## config.mk

```make
export PLATFORM = sky130hd
export DESIGN_NAME = vn_root_cell
export DESIGN_NICKNAME = d
export VERILOG_FILES = /design/src/vn_pkg.sv /design/src/vn_root_cell.sv
export SDC_FILE = /design/constraint.sdc
export NUM_CORES = 1
export LEC_CHECK = 0
export ABC_AREA = 1
export ABC_CLOCK_PERIOD_IN_PS = 2300
export BUFFER_PORTS_ARGS = -buffer_cell sky130_fd_sc_hd__buf_2
export CAP_MARGIN = 15
export CORE_MARGIN = 3
export CORE_UTILIZATION = 49
export DETAILED_ROUTE_END_ITERATION = 12
export PLACE_DENSITY = 0.85
export SKIP_LAST_GASP = 1
export SLEW_MARGIN = 20
export SYNTH_ARGS = -nofsm -noshare
export SYNTH_HDL_FRONTEND = slang
export SYNTH_SLANG_ARGS = --single-unit
```

## constraint.sdc

```tcl
create_clock -name clk -period 2.3 [get_ports clk]
set_clock_uncertainty 0.05 [all_clocks]
set_input_delay 0.23 -clock clk [delete_from_list [all_inputs] [get_ports clk]]
set_output_delay 0.23 -clock clk [all_outputs]
set_load 0.01 [all_outputs]
```

## src/vn_pkg.sv

```systemverilog
// Shared widths, payload structs and pipeline lane types for the vector normalizer.
package vn_pkg;

    localparam int VEC_W       = 16;              // Q8.8 input component width
    localparam int SQ_W        = 31;              // one squared magnitude, up to 2^30
    localparam int SUM_W       = 32;              // sum of squares, up to 2^31
    localparam int ROOT_W      = 16;              // root width of a 32-bit radicand
    localparam int REM_W       = ROOT_W + 2;      // partial remainder of the root cells
    localparam int DREM_W      = SUM_W + 1;       // partial remainder of the divide cells
    localparam int QUO_W       = 29;              // quotient of a^2 * 2^28 / s, at most 2^28
    localparam int DIV_STAGES  = QUO_W;           // one quotient bit per cell
    localparam int ROOT_STAGES = ROOT_W;          // one root bit per cell
    localparam int SIDE_STAGES = 2 + DIV_STAGES + ROOT_STAGES;
    localparam int LATENCY     = SIDE_STAGES + 1; // start to done, in cycles

    typedef struct packed {
        logic signed [VEC_W-1:0] vec_x;
        logic signed [VEC_W-1:0] vec_y;
    } vec_in_t;

    typedef struct packed {
        logic signed [VEC_W-1:0] unit_x;
        logic signed [VEC_W-1:0] unit_y;
        logic [VEC_W-1:0]        magnitude;
        logic                    was_zero;
    } result_t;

    typedef struct packed {
        logic [DREM_W-1:0] rem;
        logic [QUO_W-1:0]  quo;
    } div_lane_t;

    typedef struct packed {
        logic [SUM_W-1:0]  val;
        logic [REM_W-1:0]  rem;
        logic [ROOT_W-1:0] root;
    } root_lane_t;

    typedef struct packed {
        logic neg_x;
        logic neg_y;
        logic zero;
    } side_t;

endpackage

```

## src/vn_root_cell.sv

```systemverilog
// One digit-by-digit square root cell: one root bit per cycle.
module vn_root_cell
    import vn_pkg::*;
(
    input  logic       clk,
    input  root_lane_t lane_in,
    output root_lane_t lane_out
);

    root_lane_t       lane_reg, lane_next;
    logic [REM_W-1:0] trial;
    logic [REM_W-1:0] cand;
    logic             ge;

    always_comb
    begin
        // Bring down the next two radicand bits and try the root bit as one.
        cand           = {lane_in.rem[REM_W-3:0], lane_in.val[SUM_W-1:SUM_W-2]};
        trial          = {lane_in.root, 2'b01};
        ge             = (cand >= trial);
        lane_next.rem  = ge ? (cand - trial) : cand;
        lane_next.root = {lane_in.root[ROOT_W-2:0], ge};
        lane_next.val  = {lane_in.val[SUM_W-3:0], 2'b00};
    end

    always_ff @(posedge clk)
    begin
        lane_reg <= lane_next;
    end

    assign lane_out = lane_reg;

endmodule

```

# After elaboration in Yosys (flattened, before gate mapping)
# Cells that the tools add are included.
dict set report word_totals {
  register_bits 64
  latchBits 0
  ram_bits 0
  mem_bits_ro 0
  out_inout_bits 66
  word_cells 6
  mem_count 0
}
dict set report op_classes {
  add_sub_neg 1
  mul 0
  div_mod_pow 0
  n_lt_le_gt_ge 1
  n_eq_ne 0
  n_shift 0
  muxes 1
  bitwise 0
  reduce_logical 0
}
# operator n
set ops {}
lappend ops {{$ge 18x18->1} 1}
lappend ops {{$mux 18} 1}
lappend ops {{$sub 18x18->18} 1}

# Depth between registers and ports, before layout
dict set report logic_depth {
  word_depth 2
  ltp_mapped 14
}

# Worst setup path after synthesis
# No wires, ideal clock.
dict set report synth_path {
  path_type {input port to flip-flop}
  startpoint {input lane_in[7] (netlist name)}
  endpoint {register lane_reg, in the netlist lane_out[33]}
  setup_ns 0.113
  arrival_time_ns 1.452
  t_required_ns 2.137
  setup_slack_ns 0.685
  cell_stages 13
  path_buffers 1
  path_cell_list {inv_1 -> ha_1 -> nand2_1 -> inv_1 -> nand2_1 -> nand2_1 -> a21oi_1 -> nand2_1 -> nand2_1 -> nand2_2 -> buf_4 -> nand3_1 -> nand2_1}
}
# item line_no
set synth_lines {}
lappend synth_lines {{start: declaration} vn_root_cell.sv:6} ;# input root_lane_t lane_in,
lappend synth_lines {{end signal: assignment} vn_root_cell.sv:28} ;# lane_reg <= lane_next;
lappend synth_lines {{end: declaration} vn_root_cell.sv:10} ;# root_lane_t lane_reg, lane_next;

==> results.sh <==
export IMPL_cap_violations=0
export IMPL_holdPathStages=3
export IMPL_critPathMaxFanout=10
export IMPL_port_buffers=128
export IMPL_fin_crit_sh_pct=98.8
export IMPL_drc_errors=0
export IMPL_final_common_cell="buf_2"
export IMPL_hold_class="input port to flip-flop"
export IMPL_cts_buffer_depth=2
export IMPL_drive_gt1_share_pct=30.1
export IMPL_hold_viol=0
export IMPL_dp_cells=538
export IMPL_p_per_area_mw_per_mm2=711
export IMPL_setup_violations=0
export IMPL_dr_total_vias=3107
export IMPL_core_area_mm2=0.00514
export IMPL_wl_per_cell_um=16.9
export IMPL_drtIter0Drc=384
export IMPL_rsz0062_at_grt="yes"
export IMPL_yosysSeqAreaShare_pct=48.7
export IMPL_whs_ns=0.0423
export IMPL_yosysWarnings=0
export IMPL_fin_crit_ns=2.27
export IMPL_cp_end_kind="flip-flop"
export IMPL_groute_usage_overall_pct=31.7
export IMPL_critPathKind="input port to flip-flop"
export IMPL_pre_cts_ws_ns=0.343
export IMPL_area_growth_synth_to_final_pct=52.7
export IMPL_num_nets_final=609
export IMPL_ir_drop_v=0.000512
export IMPL_gr_total_overflow=0
export IMPL_die_area_mm2=0.00628
export IMPL_place_gp_congestion=0.884
export IMPL_outcome="finished, final reports clean"
export IMPL_dp_hpwl_um=5460
export IMPL_diodes=0
export IMPL_min_delay_start="lane_in[17]"
export IMPL_chipWidth_um=79.3
export IMPL_p_leak_nw=2.25
export IMPL_ios=133
export IMPL_whs_endpoint="lane_out[19]"
export IMPL_syn_area_mm2=0.00263
export IMPL_die_y_um=79.3
export IMPL_ys_ff_latch=64
export IMPL_cts_tree="built"
export IMPL_htree_num_levels=3
export IMPL_critPathRequiredTime_ns=2.48
export IMPL_yosysUniqueCellTypes=21
export IMPL_critPathLaunchType="input port"
export IMPL_largest_reg_flops=64
export IMPL_fin_ws_ns=0.0287
export IMPL_rows=26
export IMPL_layout_common_cells="buf_2 (128), nand2_1 (125), dfxtp_1 (64)"
export IMPL_grt_pass1_wl_um=15000
export IMPL_syn_area_per_cell_um2=7.69
export IMPL_firstDrtPassIters=6
export IMPL_final_util_pct=78.1
export IMPL_path_clk_slew_ns=0.08
export IMPL_slew_viol_final=0
export IMPL_grt_pass1_vias=2977
export IMPL_max_freq_mhz=440
export IMPL_cts_root_buf="clkbuf_8"
export IMPL_drt_wl_total_um=10100
export IMPL_via_per_inst=5.19
export IMPL_cp_arrival_ns=2.45
export IMPL_stdcell_count=599
export IMPL_antenna_found_initial=0
export IMPL_cts_sinks=64
export IMPL_grt_max_degree=18
export IMPL_ant_nets=0
export IMPL_synth_cells=342
export IMPL_initial_core_util_pct=51.2
export IMPL_numCtsBuffers=9
[what timing repair did]
| action | 4_1_cts | 5_1_grt |
|---|---|---|
| endpoints found under the setup margin | 0 | 18 |
| gates resized for setup | 0 | 10 |
| buffers inserted | 0 | 0 |
| hold buffers | 45 | 0 |
| hold endpoints to repair | 45 | 0 |
[worst max-delay path by stage]
stage                 from           end  slack [ns]  cells past startpoint
3_5_place_dp   lane_in[11]  lane_out[28]        0.34                     12
4_1_cts        lane_in[11]  lane_out[23]        0.12                     13
3_3_place_gp   lane_in[11]  lane_out[33]        0.35                     12
5_1_grt         lane_in[9]  lane_out[17]       -0.04                     13
2_1_floorplan   lane_in[7]  lane_out[33]        0.68                     13
6_report        lane_in[7]  lane_out[27]        0.03                     15
[metal layers]
| metal | wire length (um) | vias up | GRT usage (%) | share of wire, % |
|---|---|---|---|---|
| li1 | - | 1407 | - | - |
| met1 | 3460 | 1343 | 33.2 | 34 |
| met2 | 4720 | 274 | 54.5 | 47 |
| met3 | 1260 | 83 | 12.2 | 12 |
| met4 | 665 | 0 | 17.0 | 6.6 |
| met5 | 0 | - | 0 | 0 |
[layout make-up]
cell class	count	area, um2
timing repair buffer	175	1110
tap	70	87.6
multi-input combinational	218	1140
clock inverter	4	28.8
clock buffer	12	155
inverter	56	213
fill	313	1120
sequential	64	1280
[logic make-up after synthesis]
kind of cell	synth area share (%)
AOI/OAI and AO/OA	4.00
xor gates and xnor gates	3.00
adders and majority gates	8.56
buffers and inverters	9.56
DFF	48.7
other	0.143
and+or+nand+nor	26.0
[critical path, cell delays in order]
cell and delay, ns:
dlygate4sd3_1 0.57, buf_2 0.14, inv_1 0.09, ha_4 0.24
nand2_1 0.13, nand2_1 0.13, inv_1 0.09, nand2_1 0.08
a21oi_2 0.14, nand2_1 0.08, nand2_1 0.07, nand2_2 0.08
buf_4 0.19, nand3_1 0.10, nand2_1 0.08
[per-stage QoR]
| stage | instance area [um2] | total power [mW] | setup TNS [ns] |
|---|---|---|---|
| CTS | 3970 | 2.76 | 0 |
| global placement | 3340 | 1.82 | 0 |
| finish | 4020 | 2.85 | 0 |
| detailed placement | 3340 | 1.83 | 0 |
| global route | 4020 | 2.98 | -0.160 |
| floorplan | 2630 | 1.61 | 0 |
[power by group]
group	internal [mW]	switching, mW	leakage, nW
Sequential	1.21	0.0339	0.540
Clock	0.450	0.450	0.0886
Combinational	0.292	0.416	1.62
Total	1.95	0.900	2.25
[Yosys cell counts (all sizes together)]
master	instances	area share [%]
buf	5	1.6
xnor2	1	0.33
o21ai	7	1.3
nand4	2	0.48
and2	1	0.24
inv	56	8.0
conb	1	0.14
nand2	129	19
nor3	2	0.38
a21oi	14	2.7
ha	18	8.6
nand3	16	3.2
nand3b	3	0.86
xor2	8	2.7
dfxtp	64	49
nor2	15	2.2
(Power assumes the default switching activity.)
