### config.mk
export PLATFORM = sky130hd
export DESIGN_NAME = vn_div_cell
export DESIGN_NICKNAME = d
export VERILOG_FILES = /design/src/vn_pkg.sv /design/src/vn_div_cell.sv
export SDC_FILE = /design/constraint.sdc
export NUM_CORES = 1
export LEC_CHECK = 0
export BUFFER_PORTS_ARGS = -buffer_cell sky130_fd_sc_hd__clkbuf_2
export CORE_ASPECT_RATIO = 0.8
export CORE_MARGIN = 8
export CORE_UTILIZATION = 49
export DETAILED_ROUTE_END_ITERATION = 12
export PLACE_DENSITY_LB_ADDON = 0.15
export SYNTH_ARGS = -nofsm -noshare
export SYNTH_HDL_FRONTEND = slang
export SYNTH_SLANG_ARGS = --single-unit
export TNS_END_PERCENT = 1
### constraint.sdc
create_clock -name clk -period 2.9 [get_ports clk]
set_input_delay 0 -clock clk [delete_from_list [all_inputs] [get_ports clk]]
set_output_delay 0 -clock clk [all_outputs]
set_load 0.1 [all_outputs]
### src/vn_pkg.sv
// Shared widths, payload structs and pipeline lane types for the vector normalizer.
package vn_pkg;

    localparam int VEC_W       = 16;              // Q8.8 input component width
    localparam int SQ_W        = 31;              // one squared magnitude, up to 2^30
    localparam int SUM_W       = 32;              // sum of squares, up to 2^31
    localparam int ROOT_W      = 16;              // root width of a 32-bit radicand
    localparam int REM_W       = ROOT_W + 2;      // partial remainder of the root cells
    localparam int DREM_W      = SUM_W + 1;       // partial remainder of the divide cells
    localparam int QUO_W       = 29;              // quotient of a^2 * 2^28 / s, at most 2^28
    localparam int DIV_STAGES  = QUO_W;           // one quotient bit per cell
    localparam int ROOT_STAGES = ROOT_W;          // one root bit per cell
    localparam int SIDE_STAGES = 2 + DIV_STAGES + ROOT_STAGES;
    localparam int LATENCY     = SIDE_STAGES + 1; // start to done, in cycles

    typedef struct packed {
        logic signed [VEC_W-1:0] vec_x;
        logic signed [VEC_W-1:0] vec_y;
    } vec_in_t;

    typedef struct packed {
        logic signed [VEC_W-1:0] unit_x;
        logic signed [VEC_W-1:0] unit_y;
        logic [VEC_W-1:0]        magnitude;
        logic                    was_zero;
    } result_t;

    typedef struct packed {
        logic [DREM_W-1:0] rem;
        logic [QUO_W-1:0]  quo;
    } div_lane_t;

    typedef struct packed {
        logic [SUM_W-1:0]  val;
        logic [REM_W-1:0]  rem;
        logic [ROOT_W-1:0] root;
    } root_lane_t;

    typedef struct packed {
        logic neg_x;
        logic neg_y;
        logic zero;
    } side_t;

endpackage

### src/vn_div_cell.sv
// One restoring-division cell: one quotient bit for the x and y lanes per cycle.
module vn_div_cell
    import vn_pkg::*;
(
    input  logic             clk,
    input  div_lane_t        x_in,
    input  div_lane_t        y_in,
    input  logic [SUM_W-1:0] s_in,
    output div_lane_t        x_out,
    output div_lane_t        y_out,
    output logic [SUM_W-1:0] s_out
);

    div_lane_t        x_reg, x_next;
    div_lane_t        y_reg, y_next;
    logic [SUM_W-1:0] s_reg;

    // Compare against the divisor, subtract when it fits, and shift for the next cell.
    function automatic div_lane_t div_step(div_lane_t l, logic [SUM_W-1:0] d);
        logic [DREM_W-1:0] dx;
        logic              ge;
        logic [DREM_W-1:0] diff;
        div_lane_t         o;
        dx    = {1'b0, d};
        ge    = (l.rem >= dx);
        diff  = ge ? (l.rem - dx) : l.rem;
        o.rem = {diff[DREM_W-2:0], 1'b0};
        o.quo = {l.quo[QUO_W-2:0], ge};
        return o;
    endfunction

    always_comb
    begin
        x_next = div_step(x_in, s_in);
        y_next = div_step(y_in, s_in);
    end

    always_ff @(posedge clk)
    begin
        x_reg <= x_next;
        y_reg <= y_next;
        s_reg <= s_in;
    end

    assign x_out = x_reg;
    assign y_out = y_reg;
    assign s_out = s_reg;

endmodule

### Yosys cells after proc, flatten, opt, wreduce, memory -nomap -nowiden

Index checks and enable logic that the tools add are counted.

| word-level totals | value |
|---|---|
| bits in registers | 154 |
| input bits | 157 |
| word-level logic and storage cells | 11 |

| operators by class | value |
|---|---|
| add/subtract/negate cells | 2 |
| $lt $le $gt $ge | 2 |
| multiplexer cells | 2 |

Operator list:

| kind | number |
|---|---|
| $ge 33x32->1 | 2 |
| $mux 32 | 2 |
| $sub 32x32->32 | 2 |

### Logic depth before layout (Yosys ltp)

Gate-level depths: netlist (run 1).

| logic depth | value |
|---|---|
| depth after elaboration | 2 |
| mapped depth | 13 |
| gate-level depth less buffers | 11 |

### Worst setup path after synthesis (run 1)

No wires, ideal clock.

| timing | value |
|---|---|
| path kind | input-to-reg |
| start | in s_in[6] |
| end | reg x_reg (netlist bit x_out[43]) |
| library setup time | 0.123 ns |
| data arrival time | 2.188 ns |
| data required time | 2.777 ns |
| setup slack | 0.589 ns |
| stages | 10 |
| buffers on the path | 1 |
| path through | inv_1 ha_1 a21o_1 a211o_1 o311a_4 a211oi_4 o21a_1 o21a_2 buf_6 mux2_1 |

RTL lines:

| element | line | text |
|---|---|---|
| from (decl) | vn_div_cell.sv:8 | `input logic [SUM_W-1:0] s_in,` |
| to (signal assigned) | vn_div_cell.sv:40 | `x_reg <= x_next;` |
| to (decl) | vn_div_cell.sv:14 | `div_lane_t x_reg, x_next;` |

==> results of run 1 <==
==> cell families (layout without fill, tap and decap cells) <==
logic type	Yosys count	after routing
AO/OA/AOI/OAI	234	234
XOR/XNOR	47	47
adder cells (fa/ha/maj)	66	66
buffers and inverters	86	566
flip-flops	154	154
multiplexers	38	38
other	1	4
AND/OR/NAND/NOR	207	207
==> worst min-delay path, delay by kind of cell <==
kind / cells / cell delay (ns)
compound gates: 2 / 0.22
buf+inv: 2 / 0.18
==> sequential cells by signal, summed over array words and instances, names as in the netlist <==
| register | cells |
|---|---|
| s_out | 32 |
| x_out | 61 |
| y_out | 61 |
==> through the flow <==
| step | area, um^2 | setup TNS [ns] |
|---|---|---|
| finish | 11780 | 0 |
| global route | 11770 | -0.04367 |
| CTS | 11680 | 0 |
| detailed placement | 9567 | 0 |
| global placement | 9567 | 0 |
| floorplan | 7792 | 0 |
==> layer usage <==
layer  wire, um  share of wire (%)  GRT usage (%)  vias to the layer above
li1           -                  -              -                     3925
met1      11800                 41          31.63                     3745
met2      14000                 49          47.96                      311
met3       1916                6.7          6.367                       53
met4        742                2.6          10.43                        0
met5          0                  0              0                        -
==> worst paths after layout <==
kind	end	from	cells after the start	slack [ns]
hold / removal	x_out[0]$_DFF_P_	x_in[61]	4	0.02
setup / recovery	x_out[57]$_DFF_P_	s_in[6]	12	0.07
==> layout make-up <==
cell class	instances	share of cell area, %
antenna	2	0.04250
tap	215	2.285
clock inverter	14	1.318
sequential	154	26.18
clock buffer	18	3.730
multi-input combinational	594	37.41
inverter	61	1.945
timing repair buffer	473	27.09
==> cell usage in the layout (no fill, tap or decap), types with 27 or more instances in the layout <==
cell           instances
clkbuf_2             308
dlygate4sd3_1        152
inv_1                 59
xnor2_1               27
nand2_1               67
nor2_1                46
dfxtp_1              154
a21oi_1               55
o21ai_0               52
ha_1                  61
a21o_1                30
==> where the power goes <==
part	internal [mW]	switching, mW
Combinational	0.915	2.80
Sequential	2.38	0.0743
Clock	1.18	1.02
Total	4.47	3.90
==> timing repair <==
item / 4_1_cts / 5_1_grt
hold endpoints to repair: 152 / 0
hold buffers: 152 / 0
gates resized for setup: 0 / 19
setup endpoints to repair: 0 / 55
==> metrics, run 1 <==
nets about 1500; Syn Area/Cell ~9.4 um^2; Worst-path clk slew 0.07 ns; cells along the critical path dlygate4sd3_1 -> clkbuf_2 -> inv_1 -> ha_2 -> a21o_1 -> a211o_1 -> o311a_4 -> a211oi_4 -> o21a_1 -> o21a_4 -> inv_2 -> mux2_2; worst hold margin 0.02013 ns; max frequency between 0.3 and 0.4 GHz; antenna violations before repair 1; Synth area leaders dfxtp_1 40%, ha_1 10%, mux2_4 5.0%; PwrDens ~710 nW/um^2; number of synthesized flops with an enable pin 0; die height between 100 and 150 um; class of the worst hold path input port to register; final hold vios 0; core region area 15650 um^2; synth warn 0; top-count cell post-synth dfxtp_1; slowest stage delay, CP approximately 0.53 ns; register area between 3000 and 4000 um^2; Seq/Total Area, Yosys about two fifths; CP required between 3 and 4 ns; P&R area growth vs syn 51.18%; first-pass GRT wire length about 43000 um; Final Core Density 75.26%; Tcrit/Tclk final a little over nine tenths; status complete, no violations; die area roughly 20000 um^2; Cell Rows between 40 and 50; Crit Path Class input port to register; Placer Congestion around 0.94; TritonCTS clock tree yes; max-cap violations 0; Post CTS Setup Buffer Count 0; Synth async-reset ratio 0%; DP Cell Count ~1300; port bufs ~310; root buf cell clkbuf_16; Arr. time, crit path 3.15 ns; layout cells sized above 1 a little under a third; Synth Area in Adders between 10% and 20%; Worst slew margin about three fifths; DRC viols 0; final non-filler cell total ~1500; Slowest-stage cell, CP dlygate4sd3_1; grt total ovfl 0; post-DR wirelength/cell 18.58 um; Leak Pwr 5.833 nW; Synth Register Bits ~150; Synth top cells by count 154 x dfxtp_1, 67 x nand2_1, 64 x ha_1; Max rail drop VDD ~380 uV; RSZ-0062 raised after global routing true; critical path's top delay family compound AO/OA/AOI/OAI gates; Buf/Inv on CP 4; Synth cell types 69; final WL 28450 um; multiplexer share of the synthesized area 6.618%; Setup crit end kind register; I/O pins 313; Tightest Pin Transition roughly 0.6 ns; dominant cell type by area after synthesis dfxtp_1; HPWL Detailed about 21000 um; vias approximately 8000; Bufs on Longest Clock Path 2; CP startpoint kind input port; Multi-input gate area 4405 um^2; Most used DFF post-synth dfxtp_1; pre-CTS setup slack approximately 0.14 ns; final worst slack about 0.073 ns; largest family of logic cells by synthesized area compound AO/OA/AOI/OAI gates; H-tree lvl count 4; Mapped Cells 833; cts bufs inserted 17; top cell type's share of synthesized area between 30% and 40%; Synth Area in XOR/XNOR approximately 5.3%; mapped cell area between 7000 and 8000 um^2; drt pass-1 iters 5; drt initial violations between 500 and 600; fillers ~1100; largest net degree at the start of global routing 24; crit path time final around 2.8 ns; final setup fails 0; Tot Pwr approximately 8.4 mW; Die Wd 157.0 um; Synth Area in Simple Gates ~13%; clk sinks ~150; crit-path max FO 18; complex-gate fraction of the synthesized area slightly below 20%; antenna viol nets, final 0; final slew viol count 0; vias in the first global route ~8000; Via density about 5.2; GRT Total Usage between 20% and 30%; Initial Utilization between 40% and 50%
(Power assumes the default switching activity.)
==> inputs of run 2 (changes only) <==
PLACE_DENSITY = 0.82   (was default)
PLACE_DENSITY_LB_ADDON = default   (was 0.15)
==> metrics, run 2 (synthesis gave the netlist of run 1 again) <==
Cell Rows 41 (unchanged); post-DR wirelength/cell 18.92 um (+1.8%); vias in the first global route 8256 (+3.4%); TritonCTS clock tree yes; Arr. time, crit path 3.13 ns (-0.02 ns); vias 8263 (+2.9%); Crit Path Class input port to register; Post CTS Setup Buffer Count 0 (unchanged); max-cap violations 0 (unchanged); Worst slew margin 60.89% (+0.45 points); crit-path max FO 6 (-12); P&R area growth vs syn 51.79%; DRC viols 0 (unchanged); min-delay src x_in[61]; placed instance area 9614 um^2 (+0.50%); port bufs 308 (unchanged); final WL 29210 um (+2.7%); RSZ-0062 raised after global routing true; Initial Utilization 49.78% (unchanged); Max rail drop VDD 394.1 uV (+4.4%); status complete, no violations; max frequency 0.3567 GHz (+0.83%); final setup fails 0 (unchanged); commonest non-fill, non-tap cell in the layout clkbuf_2; I/O pins 313 (unchanged); Leak Pwr 5.876 nW (+0.73%); Die Wd 157.0 um (unchanged); drt pass-1 iters 6 (+1); PwrDens 716.8 nW/um^2 (+0.86%); crit path time final 2.804 ns (-0.02323 ns); antenna violations before repair 4 (+3); cts bufs inserted 17 (unchanged); core region area 15650 um^2 (unchanged); die area 20210 um^2 (unchanged); most frequent cells in the layout 308 x clkbuf_2, 154 x dfxtp_1, 152 x dlygate4sd3_1; Worst-path clk slew 0.07 ns (about the same); HPWL Detailed 20560 um (-0.86%); fillers 1083 (-4.0%); post-route cell area 11820 um^2 (+0.40%); Critical Path Source s_in[6]; largest net degree at the start of global routing 24 (unchanged); Tcrit/Tclk final 96.68% (-0.80 points); TNS Setup 0 ns (unchanged); antenna viol nets, final 0 (unchanged); layout cells sized above 1 30.94% (-0.11 points); H-tree lvl count 4 (unchanged); final slew viol count 0 (unchanged); Tightest Pin Transition 0.5892 ns (-0.006707 ns); CP startpoint kind input port; drt initial violations 746 (+25%); final hold vios 0 (unchanged); nets 1532 (+0.52%); class of the worst hold path input port to register; clk sinks 154 (unchanged); Placer Congestion 0.9817 (+4.5%); Tot Pwr 8.474 mW (+1.3%); root buf cell clkbuf_16; first-pass GRT wire length 44060 um (+3.6%); Setup crit end kind register; Via density 5.352 (+2.0%); grt total ovfl 0 (unchanged); die height 128.8 um (unchanged); GRT Total Usage 27.95% (+0.71 points); CP required 3.22 ns (about the same); Bufs on Longest Clock Path 2 (unchanged)
==> run 2: cell count changes in the layout (fill, tap and decap cells not counted), sizes merged <==
cell	change
diode	+5
clkbuf	-1
bufinv	+1
buf	+8
clkinv	+2
clkinvlp	-1
inv	-1
==> run 2: final cells by class <==
class / count / area [um^2] / area share [%]
diodes: 7 / 17.52 / 0.1482
clock buffers: 17 / 425.4 / 3.598
clock inverters: 15 / 196.4 / 1.662
inverters: 61 / 229.0 / 1.937
multi-input cells: 594 / 4362 / 36.89
flip-flops and latches: 154 / 3083 / 26.08
well taps: 215 / 269.0 / 2.275
repair buffers: 481 / 3241 / 27.41
==> run 2: worst paths after layout <==
path	slack [ns]	cells after the start	endpoint
worst max-delay path	0.1	13	x_out[55]$_DFF_P_
worst min-delay path	0.02	4	x_out[0]$_DFF_P_
==> run 2: layer usage <==
metal	GRT usage [%]	vias to the layer above	wire length, um
li1	-	3940	-
met1	31.41	3792	11300
met2	49.49	436	14550
met3	5.194	95	2039
met4	15.28	0	1311
met5	0	-	0
==> run 2: stage by stage <==
step / hold WS (ns) / instances / util, % / setup WS, ns
finish: 0.02176 / 1544 / 75.56 / 0.09621
global route: 0.03309 / 1541 / 75.51 / -0.02754
CTS: 0.05549 / 1537 / 75.15 / 0.02092
detailed placement: 0.1040 / 1353 / 61.45 / 0.09671
global placement: 0.1028 / 1353 / 61.45 / 0.1831
floorplan: 0.02772 / 834 / - / 0.5892
==> run 2: power by group <==
group          internal (mW)  switching [mW]
combinational          0.917            2.81
clock                   1.25            1.05
sequential              2.38          0.0778
total                   4.54            3.93
==> run 2: worst max-delay path, stage by stage <==
cell           delay, ns
dlygate4sd3_1       0.54
clkbuf_2            0.12
inv_1               0.14
ha_1                0.32
a21o_1              0.22
a211o_1             0.33
o311a_4             0.35
a211oi_4            0.23
buf_4               0.16
o21ai_0             0.18
a31oi_1             0.30
xor2_1              0.17
o21ai_1             0.07
==> run 2: repair_timing <==
action	in CTS	in global routing
endpoints found under the hold margin	152	0
endpoints found under the setup margin	0	50
hold buffers	152	0
resized for setup	0	9
==> inputs of run 3 (changes only) <==
==> constraint.sdc (replaced) <==
create_clock -name clk -period 2.9 [get_ports clk]
set_input_delay 0.58 -clock clk [delete_from_list [all_inputs] [get_ports clk]]
set_output_delay 0.58 -clock clk [all_outputs]
set_load 0.1 [all_outputs]
==> metrics, run 3 (synthesis gave the netlist of run 1 again) <==
Max rail drop VDD 412.2 uV (+4.6%); root buf cell clkbuf_16; Tot Pwr 8.551 mW (+0.91%); port bufs 308 (unchanged); PwrDens 744.8 nW/um^2 (+3.9%); CTS Hold Buffers Added 0 (-100%); final setup fails 0 (unchanged); TritonCTS clock tree yes; nets 1538 (+0.39%); Via density 5.276 (-1.4%); Leak Pwr 6.012 nW (+2.3%); Setup crit end kind register; class of the worst hold path input port to register; max-cap violations 0 (unchanged); post-DR wirelength/cell 17.68 um (-6.5%); final non-filler cell total 1544 (unchanged); layout cells sized above 1 42.70% (+12 points); die area 20210 um^2 (unchanged); Die Wd 157.0 um (unchanged); crit path time final 2.799 ns (-0.004635 ns); DRC viols 0 (unchanged); Initial Utilization 49.78% (unchanged); largest net degree at the start of global routing 23 (-4.2%); RSZ-0062 raised after global routing true; final slew viol count 0 (unchanged); I/O pins 313 (unchanged); die height 128.8 um (unchanged); Resized cells post-CTS 0 (unchanged); cts bufs inserted 17 (unchanged); Worst slew margin 61.02% (+0.14 points); H-tree lvl count 4 (unchanged); worst hold margin 0.2433 ns (+0.2216 ns); hold depth 1 (-3); drt initial violations 700 (-6.2%); Tightest Pin Transition 0.5871 ns (-0.002042 ns); crit-path max FO 3 (-3); vias 8146 (-1.4%); CP startpoint kind input port; DP Cell Count 1511 (+12%); Arr. time, crit path 3.14 ns (about the same); Cell Rows 41 (unchanged); vias in the first global route 8270 (+0.17%); Worst-path clk slew 0.07 ns (about the same); Bufs on Longest Clock Path 2 (unchanged); Crit Path Class input port to register; Placer Congestion 0.9489 (-3.3%); grt total ovfl 0 (unchanged); first-pass GRT wire length 41420 um (-6.0%); clk sinks 154 (unchanged); final WL 27300 um (-6.5%); fillers 1111 (+2.6%); Multi-input gate area 4352 um^2 (-0.23%); antenna violations before repair 0 (-4); antenna viol nets, final 0 (unchanged); most frequent cells in the layout 308 x clkbuf_2, 176 x buf_4, 154 x dfxtp_1; CP required 3.24 ns (+0.02 ns); drt pass-1 iters 8 (+2); P&R area growth vs syn 47.41%; Post CTS Setup Buffer Count 0 (unchanged); status complete, no violations; commonest non-fill, non-tap cell in the layout clkbuf_2; final hold vios 0 (unchanged); Tcrit/Tclk final 96.52% (-0.16 points); HPWL Detailed 22690 um (+10%); GRT Total Usage 26.26% (-1.7 points); core region area 15650 um^2 (unchanged); max frequency 0.3573 GHz (+0.17%); register area 3083 um^2 (unchanged)
## run 3: stage by stage
| step | util (%) | TNS, ns | worst slack [ns] | instance area [um^2] |
|---|---|---|---|---|
| 2_1_floorplan | - | 0 | 0.009203 | 7792 |
| 3_3_place_gp | 69.19 | -10.09 | -0.3592 | 10830 |
| 3_5_place_dp | 69.19 | -13.69 | -0.3947 | 10830 |
| 4_1_cts | 73.17 | 0 | 0.05552 | 11450 |
| 5_1_grt | 73.36 | -0.001491 | -0.001491 | 11480 |
| 6_report | 73.38 | 0 | 0.1008 | 11480 |
## run 3: power by group
part	switching, mW	internal [mW]
clock network	1.04	1.25
registers	0.0715	2.38
logic	2.82	1.00
## run 3: path summary, 6_finish.rpt
kind,from,to
hold / removal,y_in[17],y_out[18]$_DFF_P_
setup / recovery,s_in[0],x_out[56]$_DFF_P_
## run 3: per-layer routing
layer / GRT usage [%] / share of wire (%)
met1: 29.41 / 39
met2: 46.56 / 49
met3: 5.932 / 8.2
met4: 12.75 / 4.0
met5: 0 / 0
## run 3: worst max-delay path, stage by stage
cell and delay (ns):
clkbuf_2 0.10, buf_4 0.14, ha_1 0.20, fa_1 0.40, nor2b_1 0.15, o21ai_0 0.14
a21o_1 0.25, buf_4 0.15, a21o_1 0.20, a21oi_1 0.27, o21ai_0 0.19, mux2i_1 0.15
o31ai_1 0.22
## run 3: layout make-up
cell class	count	area share, %
tap	215	2.343
clock inverter	15	1.722
antenna	1	0.02180
multi-input combinational	594	37.90
clock buffer	17	3.705
inverter	61	1.994
timing repair buffer	487	25.46
sequential	154	26.85
